**src/sv/gif_lzw_decoder_unit_defines.svh**
```systemverilog
// Assertion macros used by the GIF LZW decoder back end
`ifndef GIF_LZW_DECODER_UNIT_DEFINES_SVH
`define GIF_LZW_DECODER_UNIT_DEFINES_SVH

// same-cycle implication, clocked on clk, off during reset
`define GLZW_ASSERT_NOW(lbl, ante, cons, msg) \
	lbl: assert property (@(posedge clk) disable iff (!arst_n) (ante) |-> (cons)) \
		else $error(msg);

// next-cycle implication
`define GLZW_ASSERT_NEXT(lbl, ante, cons, msg) \
	lbl: assert property (@(posedge clk) disable iff (!arst_n) (ante) |=> (cons)) \
		else $error(msg);

`endif

```
**src/sv/glzw_pkg.sv**
```systemverilog
// Shared types and constants of the GIF LZW decoder
`default_nettype none
package glzw_pkg;

	typedef struct packed {
		logic       is_fetch;
		logic [7:0] data;
	} item_t;

	localparam logic [2:0] ST_TAKEN   = 3'd0;
	localparam logic [2:0] ST_REFUSED = 3'd1;
	localparam logic [2:0] ST_INDEX   = 3'd2;
	localparam logic [2:0] ST_NEED    = 3'd3;
	localparam logic [2:0] ST_CLEAR   = 3'd4;
	localparam logic [2:0] ST_END     = 3'd5;
	localparam logic [2:0] ST_ERROR   = 3'd6;

	typedef enum logic [1:0] {
		PH_WAIT_CLEAR = 2'd0,
		PH_FIRST      = 2'd1,
		PH_RUN        = 2'd2,
		PH_ERROR      = 2'd3
	} phase_t;

endpackage
`default_nettype wire

```
**src/sv/glzw_front.sv**
```systemverilog
// Front end: takes input transfers, classifies them and queues them for the decoder
`default_nettype none
module glzw_front (
	input  wire logic            clk,
	input  wire logic            arst_n,
	input  wire logic            in_valid,
	output logic                 in_stall,
	input  wire logic            opcode,
	input  wire logic [7:0]      data_byte,
	output logic                 q_valid,
	output glzw_pkg::item_t      q_item,
	input  wire logic            q_pop
);

	glzw_pkg::item_t slot_q [2];
	logic            wr_ptr_q;
	logic            rd_ptr_q;
	logic [1:0]      cnt_q;
	logic            push;

	assign in_stall = (cnt_q == 2'd2);
	assign push     = in_valid && !in_stall;
	assign q_valid  = (cnt_q != 2'd0);
	assign q_item   = slot_q[rd_ptr_q];

	always_ff @(posedge clk) begin
		if (push) begin
			slot_q[wr_ptr_q].is_fetch <= opcode;
			slot_q[wr_ptr_q].data     <= data_byte;
		end
	end

	always_ff @(posedge clk or negedge arst_n) begin
		if (!arst_n) begin
			wr_ptr_q <= 1'b0;
			rd_ptr_q <= 1'b0;
			cnt_q    <= 2'd0;
		end else begin
			if (push) wr_ptr_q <= !wr_ptr_q;
			if (q_pop) rd_ptr_q <= !rd_ptr_q;
			case ({push, q_pop})
				2'b10:   cnt_q <= cnt_q + 2'd1;
				2'b01:   cnt_q <= cnt_q - 2'd1;
				default: cnt_q <= cnt_q;
			endcase
		end
	end

endmodule
`default_nettype wire

```
**config.mk**
```make
export PLATFORM = sky130hd
export DESIGN_NAME = glzw_front
export DESIGN_NICKNAME = d
export VERILOG_FILES = /design/src/sv/gif_lzw_decoder_unit_defines.svh /design/src/sv/glzw_pkg.sv /design/src/sv/glzw_front.sv
export SDC_FILE = /design/constraint.sdc
export NUM_CORES = 1
export LEC_CHECK = 0
export BUFFER_PORTS_ARGS = -buffer_cell sky130_fd_sc_hd__buf_4
export CORE_ASPECT_RATIO = 0.9
export CORE_MARGIN = 2
export CORE_UTILIZATION = 40
export CTS_BUF_LIST = sky130_fd_sc_hd__clkbuf_16
export CTS_CLUSTER_DIAMETER = 60
export DETAILED_ROUTE_END_ITERATION = 6
export GPL_ROUTABILITY_DRIVEN = 0
export GPL_TIMING_DRIVEN = 0
export SETUP_SLACK_MARGIN = 0.3
export SKIP_LAST_GASP = 1
export SYNTH_ARGS = -nofsm -noshare
export SYNTH_HDL_FRONTEND = slang
export SYNTH_SLANG_ARGS = --single-unit
```
**constraint.sdc**
```tcl
create_clock -name clk -period 2.95 [get_ports clk]
set_input_delay 0.59 -clock clk [delete_from_list [all_inputs] [get_ports clk]]
set_output_delay 0.59 -clock clk [all_outputs]
set_load 0.1 [all_outputs]
```
== Yosys cells after proc, flatten, opt, wreduce, memory -nomap -nowiden ==
Memories as Yosys holds them, arrays and structs flattened.
Index checks and enable logic that the tools add are counted.
Storage, ports and cells
  RAM bits: 18
  memories kept: 1
  flip-flop bits (word level): 4
  logic and storage cells: 18
Operators by class
  equality and inequality tests: 3
  $add $sub $neg: 2
  reductions and logical operators: 6
  muxes and demuxes: 3
Memories
  slot_q: words 2, bits a word 9, rd ports 1, clocked after memory_dff 0, write ports 1, line glzw_front.sv:15  | glzw_pkg::item_t slot_q [2];
Operator list (count)
  $eq A2 B2 Y1 const B: 2
  $pmux W2 S2: 1
  $reduce_bool A2 Y1: 2
  $logic_not A1 Y1: 3
  $add A2 B1 Y2 const B: 1
  $eq A2 B1 Y1 const B: 1
  $mux W1: 2
  $sub A2 B1 Y2 const B: 1
  $logic_and A1 B1 Y1: 1

== Longest topological paths before layout ==
Gate-level depths: netlist of run 1.
  depth in word-level cells: 5
  mapped depth: 6
  mapped depth without buffers: 6

== Worst setup path before layout of run 1 ==
No wires, ideal clock.
  kind: reg2out
  from: register rd_ptr_q
  to: output port q_item[0] (netlist name)
  cell stages (with the launch flop): 3
  arrival: 1.300 ns
  path slack: 1.060 ns
  data required time: 2.360 ns
  cell sequence: dfrtp_1 buf_2 mux2_1
RTL lines
  start, declared: line glzw_front.sv:17  | logic rd_ptr_q;
  start signal, assigned: line glzw_front.sv:40  | if (q_pop) rd_ptr_q <= !rd_ptr_q;
  end, declared: line glzw_front.sv:11  | output glzw_pkg::item_t q_item,

==> summary.txt, run 1 <==
Floorplan
  – Row count: 15
  – DIE AREA: between 2000 and 2500 um2
  – Core Area: slightly below 2000 um2
  – Die span in y: 47.46 um
  – Initial core utilization: 0.4301
  – I/O pins: 24
  – Die X: about 52 um

Routing
  – Routed len/inst: around 12 um
  – Vias per cell: approximately 4.5
  – DR pass1 iterations: 3
  – DRT Wirelength: about 1100 um
  – DRC viols: 0
  – Final antenna-violating net count: 0
  – Via count: between 400 and 500
  – First DRT Iteration DRCs: 12

Worst setup path
  – R2R Path End: slot_q[0][8]
  – Critical Path AT: about 1.4 ns
  – CP Capture Type: primary output
  – Worst EP required: 2.36 ns
  – Crit path kind: register to primary output
  – Critical path origin: rd_ptr_q
  – Critical R2R Launch: cnt_q[0]
  – Startpoint types: register
  – Reg2Reg Depth: 3
  – R2R setup slack: ~1.3 ns
  – Max FO, Critical Path: 10

Synth
  – Gate Count Post-Synth: 45
  – Mean Syn Cell Area: between 15 and 20 um2
  – Yosys reg bits: 22
  – Synth Cell Area: between 800 and 900 um2
  – Distinct cell type count after synthesis: 13
  – Sequential area share after synthesis: 0.7630
  – Yosys warns: 0
  – Mapped Nets: between 50 and 60

Global routing
  – Number of global-route vias before repair: ~380
  – GRT Util Overall: 0.1005
  – Grt ovf: 0
  – Largest net degree at the start of global routing: 13
  – First-pass GRT wire length: roughly 1600 um
  – Initial antenna violation count: 0

Timing
  – Setup_tns: 0 ns
  – Final Setup Violations: 0
  – RSZ-0062 raised after global routing: no
  – Clk_skew: between 0.0015 and 0.002 ns
  – Max_slew headroom: 0.4609
  – Final period utilization: 0.6726
  – Worst-Margin Slew: 0.8057 ns
  – Fin. max-slew vios: 0
  – Max Clk Rate: between 500 and 600 MHz
  – Minimum clock period: between 1.5 and 2 ns
  – Hold Vio Cnt, Final: 0

Status
  – Status: finished clean

Placed design
  – I/O Buffers: 23

Finish
  – Nets: 87
  – Fillers: 168
  – Layout cells sized above 1: 0.3889
  – Diode count: 0
  – Area grow syn2layout: 33.68%

Clock tree
  – Clock-pin slew on the worst setup and hold paths: about 0.050 ns
  – Post-CTS Resized: 0
  – CTS Buffer Depth: 2
  – CTS root buffer: clkbuf_16
  – # hold bufs at CTS: 0
  – Clk_lat worst skew: around 0.25 ns
  – CTS buffer count: 3
  – TritonCTS clock tree: yes
  – Post-CTS setup repair buffer count: 0
  – Clock sink count: 22
  – CTS H-tree depth: 1

Run
  – Max-cap violation count: 0

Hold path
  – Worst hold path class: input port to asynchronous set/reset pin
## kinds of logic after synthesis
family,Yosys count,synth area share
XOR/XNOR,5,0.05217
adder cells (fa/ha/maj),1,0.01490
buffers and inverters,2,0.01042
flip-flops,22,0.7630
multiplexers,9,0.1207
AND/OR/NAND/NOR,6,0.03877
## flip-flops by register name (all words and copies together), names as in the netlist
| signal | flops |
|---|---|
| slot_q | 18 |
| cnt_q | 2 |
| rd_ptr_q | 1 |
| wr_ptr_q | 1 |
## cell usage after synthesis
cell	number	area, um2
ha_1	1	12.51
nand2b_1	1	6.260
inv_1	1	3.750
nand2_2	1	6.260
and3_1	1	6.260
xor2_1	2	17.52
dfrtp_1	4	100.1
xnor2_1	3	26.28
or2_1	1	6.260
edfxtp_1	18	540.5
nor2_1	2	7.510
buf_2	1	5.000
mux2_1	9	101.4
## placed cells by master, fill, tap and decap left out
master	n
clkbuf_16	3
mux2_1	9
or2_1	1
ha_1	1
edfxtp_1	18
nand2_2	1
buf_4	23
xor2_1	2
buf_2	1
dfrtp_1	4
xnor2_1	3
inv_1	2
nand2b_1	1
and3_1	1
nor2_1	2
## metrics by stage
step	setup slack (ns)	hold WS [ns]	instance area, um2	instances	utilization
2_1_floorplan	1.060	0.2944	839.6	45	-
3_3_place_gp	1.207	0.3898	1044	93	0.5346
3_5_place_dp	1.198	0.3891	1044	93	0.5346
4_1_cts	0.9377	0.1265	1122	97	0.5750
5_1_grt	0.9032	0.1226	1122	97	0.5750
6_report	0.9659	0.1300	1122	97	0.5750
## worst max-delay path: stages, from the launching register on
cell and delay (ns):
dfrtp_1 0.31, buf_2 0.25, mux2_1 0.35, buf_4 0.24
## area by class of cell
cell class	instances	area [um2]	share of cell area
multi-input cells	21	190.2	0.1695
clock buffers	3	75.07	0.06689
inverters	1	3.754	0.003344
flip-flops and latches	22	640.6	0.5708
clock inverters	1	3.754	0.003344
repair buffers	23	172.7	0.1538
plain buffers	1	5.005	0.004459
well taps	25	31.28	0.02787
## layer usage
layer | track usage | wire [um] | part of all wire | up-vias
met1 | 0.1042 | 510 | 0.45 | 206
met4 | 0.07692 | 0 | 0 | 0
met2 | 0.1700 | 576 | 0.51 | 11
li1 | - | - | - | 218
met3 | 0.03750 | 52 | 0.046 | 0
met5 | 0 | 0 | 0 | -
## worst max-delay path by stage
stage / endpoint / cells after the start / slack, ns
final: q_item[6] / 3 / 0.97
after global routing: q_item[2] / 3 / 0.90
after CTS: q_item[6] / 3 / 0.94
after detailed placement: slot_q[0][4] / 3 / 1.20
after global placement: q_item[6] / 3 / 1.21
after floorplan: q_item[0] / 2 / 1.06
Power of run 1 is left out: the tool's default activity adds up to more than one toggle a clock period on the data nets, which glitch-free logic cannot reach.
==> run 2, diff against run 1 <==
Clock period 2.95 ns to 1.85 ns, I/O delays scaled along.
==> summary.txt, run 2 (synthesis gave the netlist of run 1 again) <==
Finish
  – Layout cells sized above 1: 0.5526
  – Area grow syn2layout: 58.87%
  – Largest regs: slot_q x18, cnt_q x2
  – Diode count: 0
  – Most common cell after layout, fill and taps aside: edfxtp_1
  – Biggest register: slot_q
  – Max reg flops: 18
  – Most frequent cells in the layout: 18 x edfxtp_1, 15 x buf_4, 10 x buf_12
  – Nets: 91

Floorplan
  – Row count: 15
  – Initial core utilization: 0.4301
  – I/O pins: 24
  – Die X: ~52 um
  – DIE AREA: 2482 um2
  – Die span in y: 47.46 um
  – Core Area: between 1500 and 2000 um2

Routing
  – DRC viols: 0
  – First DRT Iteration DRCs: 10
  – DR pass1 iterations: 3
  – Routed len/inst: approximately 14 um
  – Via count: between 400 and 500
  – Vias per cell: approximately 4.5
  – DRT Wirelength: between 1000 and 1500 um
  – Final antenna-violating net count: 0

Worst setup path
  – Crit-path cells: buf_6, mux2_4, buf_12
  – Crit-path slowest cell: dfrtp_1
  – Critical Path AT: between 1 and 1.5 ns
  – Startpoint types: register
  – CP Capture Type: primary output
  – Critical path origin: rd_ptr_q
  – Max incr delay on CP: 0.39 ns
  – Max FO, Critical Path: 5
  – Critical R2R Launch: cnt_q[0]
  – Worst EP required: roughly 1.5 ns
  – Crit path kind: register to primary output

Global routing
  – Initial antenna violation count: 0
  – Grt ovf: 0
  – Largest net degree at the start of global routing: 13
  – First-pass GRT wire length: slightly above 2000 um
  – Number of global-route vias before repair: roughly 450
  – GRT Util Overall: 0.1222

Timing
  – Clk_skew: between 0.001 and 0.0015 ns
  – Worst-Margin Slew: a little over 0.5 ns
  – RSZ-0062 raised after global routing: yes
  – Setup_tns: 0 ns
  – Final period utilization: 0.8893
  – Max_slew headroom: 0.6545
  – Max Clk Rate: between 600 and 700 MHz
  – Minimum clock period: roughly 1.6 ns
  – Hold Vio Cnt, Final: 0
  – Final Setup Violations: 0
  – Fin. max-slew vios: 0

Clock tree
  – CTS H-tree depth: 1
  – CTS root buffer: clkbuf_16
  – CTS buffer count: 3
  – CTS Buffer Depth: 2
  – TritonCTS clock tree: yes
  – Clock-pin slew on the worst setup and hold paths: roughly 0.05 ns
  – Clock sink count: 22
  – Clk_lat worst skew: approximately 0.25 ns

Placed design
  – I/O Buffers: 23
  – Post-detail-place hpwl: 850.6 um

Run
  – Max-cap violation count: 0

Hold path
  – HP Start: opcode
  – Worst hold path class: input port to register

Status
  – Status: finished clean
run 2: cell count changes in the layout (fill, tap and decap cells not counted):
cell           before  now
buf_12              0   10
mux2_1              9    0
mux2_4              0    9
buf_4              23   15
buf_6               0    2
buf_2               1    0
clkinv_1            0    1
dlygate4sd3_1       0    1
inv_1               2    1
nand2b_1            1    0
nand2b_4            0    1
nor2_1              2    1
nor2_2              0    1
run 2: final timing paths:
| kind | endpoint | slack [ns] | depth (start not counted) |
|---|---|---|---|
| max in group asynchronous | wr_ptr_q | 1.27 | 2 |
| min in group asynchronous | rd_ptr_q | 0.48 | 2 |
| min reg2reg | cnt_q[0] | 0.54 | 1 |
| max reg2reg | slot_q[0][3] | 0.43 | 3 |
| min | slot_q[0][8] | 0.31 | 1 |
| max | q_item[5] | 0.20 | 3 |
run 2: final cells by class:
class / instances / area [um2]
clock inverters: 1 / 3.754
repair buffers: 27 / 334.1
plain buffers: 1 / 11.26
well taps: 25 / 31.28
fillers: 136 / 618.1
clock buffers: 3 / 75.07
multi-input cells: 21 / 234.0
flip-flops and latches: 22 / 640.6
inverters: 1 / 3.754
run 2: per-stage QoR:
| stage | area (um2) | cells | util | hold WS, ns | setup WS (ns) |
|---|---|---|---|---|---|
| floorplan | 839.6 | 45 | - | 0.07441 | 0.3063 |
| global placement | 1044 | 93 | 0.5346 | 0.1681 | 0.1706 |
| detailed placement | 1044 | 93 | 0.5346 | 0.1683 | 0.1685 |
| CTS | 1190 | 99 | 0.6096 | 0.3040 | 0.1951 |
| global route | 1334 | 101 | 0.6833 | 0.3019 | 0.1802 |
| finish | 1334 | 101 | 0.6833 | 0.3052 | 0.2047 |
run 2: critical path: cells and delay by family (launching register included):
family	cells	cell delay, ns
buf+inv	2	0.32
mux	1	0.32
flops	1	0.39
run 2: what timing repair did:
item                                    4_1_cts  5_1_grt
resized for setup                            14       32
endpoints found under the setup margin       19       10
hold buffers                                  1        0
gates cloned                                  0        1
hold endpoints to repair                      4        0
buffers inserted                              1        1
run 2: per-layer routing:
layer,up-vias,GRT usage,routed length [um]
met5,-,0,0
met1,219,0.1468,642
met4,0,0.03077,0
li1,223,-,-
met2,14,0.2250,656
met3,0,0.03125,80
Power of run 2 is left out for the same reason.
==> run 3, diff against run 2 <==
Clock period 1.85 ns to 1.65 ns, I/O delays scaled along.
==> summary.txt, run 3 (synthesis gave the netlist of run 1 again) <==
Worst setup path
  – CP Capture Type: primary output
  – Critical path origin: rd_ptr_q
  – Max incr delay on CP: about 0.35 ns
  – R2R setup slack: 0.37 ns
  – Critical Path AT: roughly 1.3 ns
  – Max FO, Critical Path: 10
  – Startpoint types: register
  – Crit-path slowest cell: dfrtp_1
  – Worst EP required: about 1.3 ns
  – Critical R2R Launch: cnt_q[0]
  – R2R Path End: cnt_q[1]
  – Crit-path cells: buf_8, mux2_2, buf_6
  – Reg2Reg Depth: 6
  – Crit path kind: register to primary output

Finish
  – FF/Latch Area: around 640 um2
  – Diode count: 0
  – Layout cells sized above 1: 0.6364
  – Area of the multi-input gates: approximately 270 um2
  – Nets: 92
  – Most common cell after layout, fill and taps aside: edfxtp_1
  – Area grow syn2layout: 64.53%
  – Fillers: 139
  – Max reg flops: 18
  – Largest regs: slot_q x18, cnt_q x2
  – Biggest register: slot_q
  – Most frequent cells in the layout: 18 x edfxtp_1, 16 x buf_4, 10 x buf_12

Global routing
  – Largest net degree at the start of global routing: 13
  – GRT Util Overall: 0.1169
  – Initial antenna violation count: 0
  – First-pass GRT wire length: ~2000 um
  – Number of global-route vias before repair: approximately 520
  – Grt ovf: 0

Clock tree
  – CTS buffer count: 3
  – CTS root buffer: clkbuf_16
  – Clock sink count: 22
  – CTS H-tree depth: 1
  – TritonCTS clock tree: yes
  – Clk_lat worst skew: ~0.25 ns
  – Clock-pin slew on the worst setup and hold paths: approximately 0.050 ns
  – CTS Buffer Depth: 2

Timing
  – Fin. max-slew vios: 0
  – Final Setup Violations: 0
  – Final period utilization: 0.9881
  – Hold Vio Cnt, Final: 0
  – Setup_tns: 0 ns
  – RSZ-0062 raised after global routing: yes
  – Final worst setup slack: slightly below 0.02 ns
  – Clk_skew: between 0.002 and 0.003 ns
  – Max Clk Rate: about 600 MHz
  – Minimum clock period: ~1.6 ns
  – Max_slew headroom: 0.8140
  – Worst-Margin Slew: 0.2784 ns

Routing
  – Vias per cell: 4.608
  – First DRT Iteration DRCs: 4
  – Via count: between 400 and 500
  – Routed len/inst: 12.41 um
  – Final antenna-violating net count: 0
  – DRC viols: 0
  – DR pass1 iterations: 2
  – DRT Wirelength: between 1000 and 1500 um

Placed design
  – Worst slack at placement: 0.1099 ns
  – I/O Buffers: 23

Floorplan
  – DIE AREA: about 2500 um2
  – I/O pins: 24
  – Initial core utilization: 0.4301
  – Die X: ~52 um
  – Core Area: 1952 um2
  – Row count: 15
  – Die span in y: 47.46 um

Run
  – Max-cap violation count: 0

Hold path
  – Hold Path Stages: 1
  – Worst hold path class: input port to register
  – HP Start: opcode
  – Worst hold endpoint: slot_q[1][8]

Status
  – Status: finished clean
-- run 3: critical path, delay by kind of cell (launching register included) --
family,cells,cell delay (ns)
buf+inv,2,0.35
mux,1,0.35
flops,1,0.35
-- run 3: worst max path at each step --
stage / to / slack, ns / cells after the start
after floorplan: q_item[0] / 0.19 / 2
after global placement: q_item[0] / 0.11 / 3
after detailed placement: q_item[0] / 0.11 / 3
after CTS: q_item[0] / 0.02 / 3
after global routing: q_item[0] / -0.03 / 3
final: q_item[0] / 0.02 / 3
-- run 3: repair_timing --
action	in CTS	in global routing
hold buffers	1	0
hold endpoints to repair	4	0
resized for setup	37	7
pin swaps	0	2
endpoints found under the setup margin	30	12
buffers inserted	3	1
-- run 3: routing by layer --
metal  routed length [um]  global-route usage  vias to the layer above
li1                     -                   -                      229
met1                  493              0.1284                      224
met2                  706              0.2250                       17
met3                   66             0.03438                        0
met4                    0             0.03077                        0
met5                    0                   0                        -
-- run 3: per-stage QoR --
stage / hold slack (ns) / utilization / cells / area, um2
global route: 0.2633 / 0.7077 / 102 / 1381
global placement: 0.1318 / 0.5532 / 93 / 1080
finish: 0.2664 / 0.7077 / 102 / 1381
floorplan: 0.03441 / - / 45 / 875.8
detailed placement: 0.1328 / 0.5532 / 93 / 1080
CTS: 0.2636 / 0.6859 / 101 / 1339
-- run 3: area by class of cell --
class                   count  area share
clock buffers               3     0.05435
plain buffers               1     0.01087
clock inverters             1    0.002717
inverters                   1    0.005435
well taps                  25     0.02265
multi-input cells          21      0.1929
repair buffers             28      0.2473
flip-flops and latches     22      0.4638
Power of run 3 is left out for the same reason.
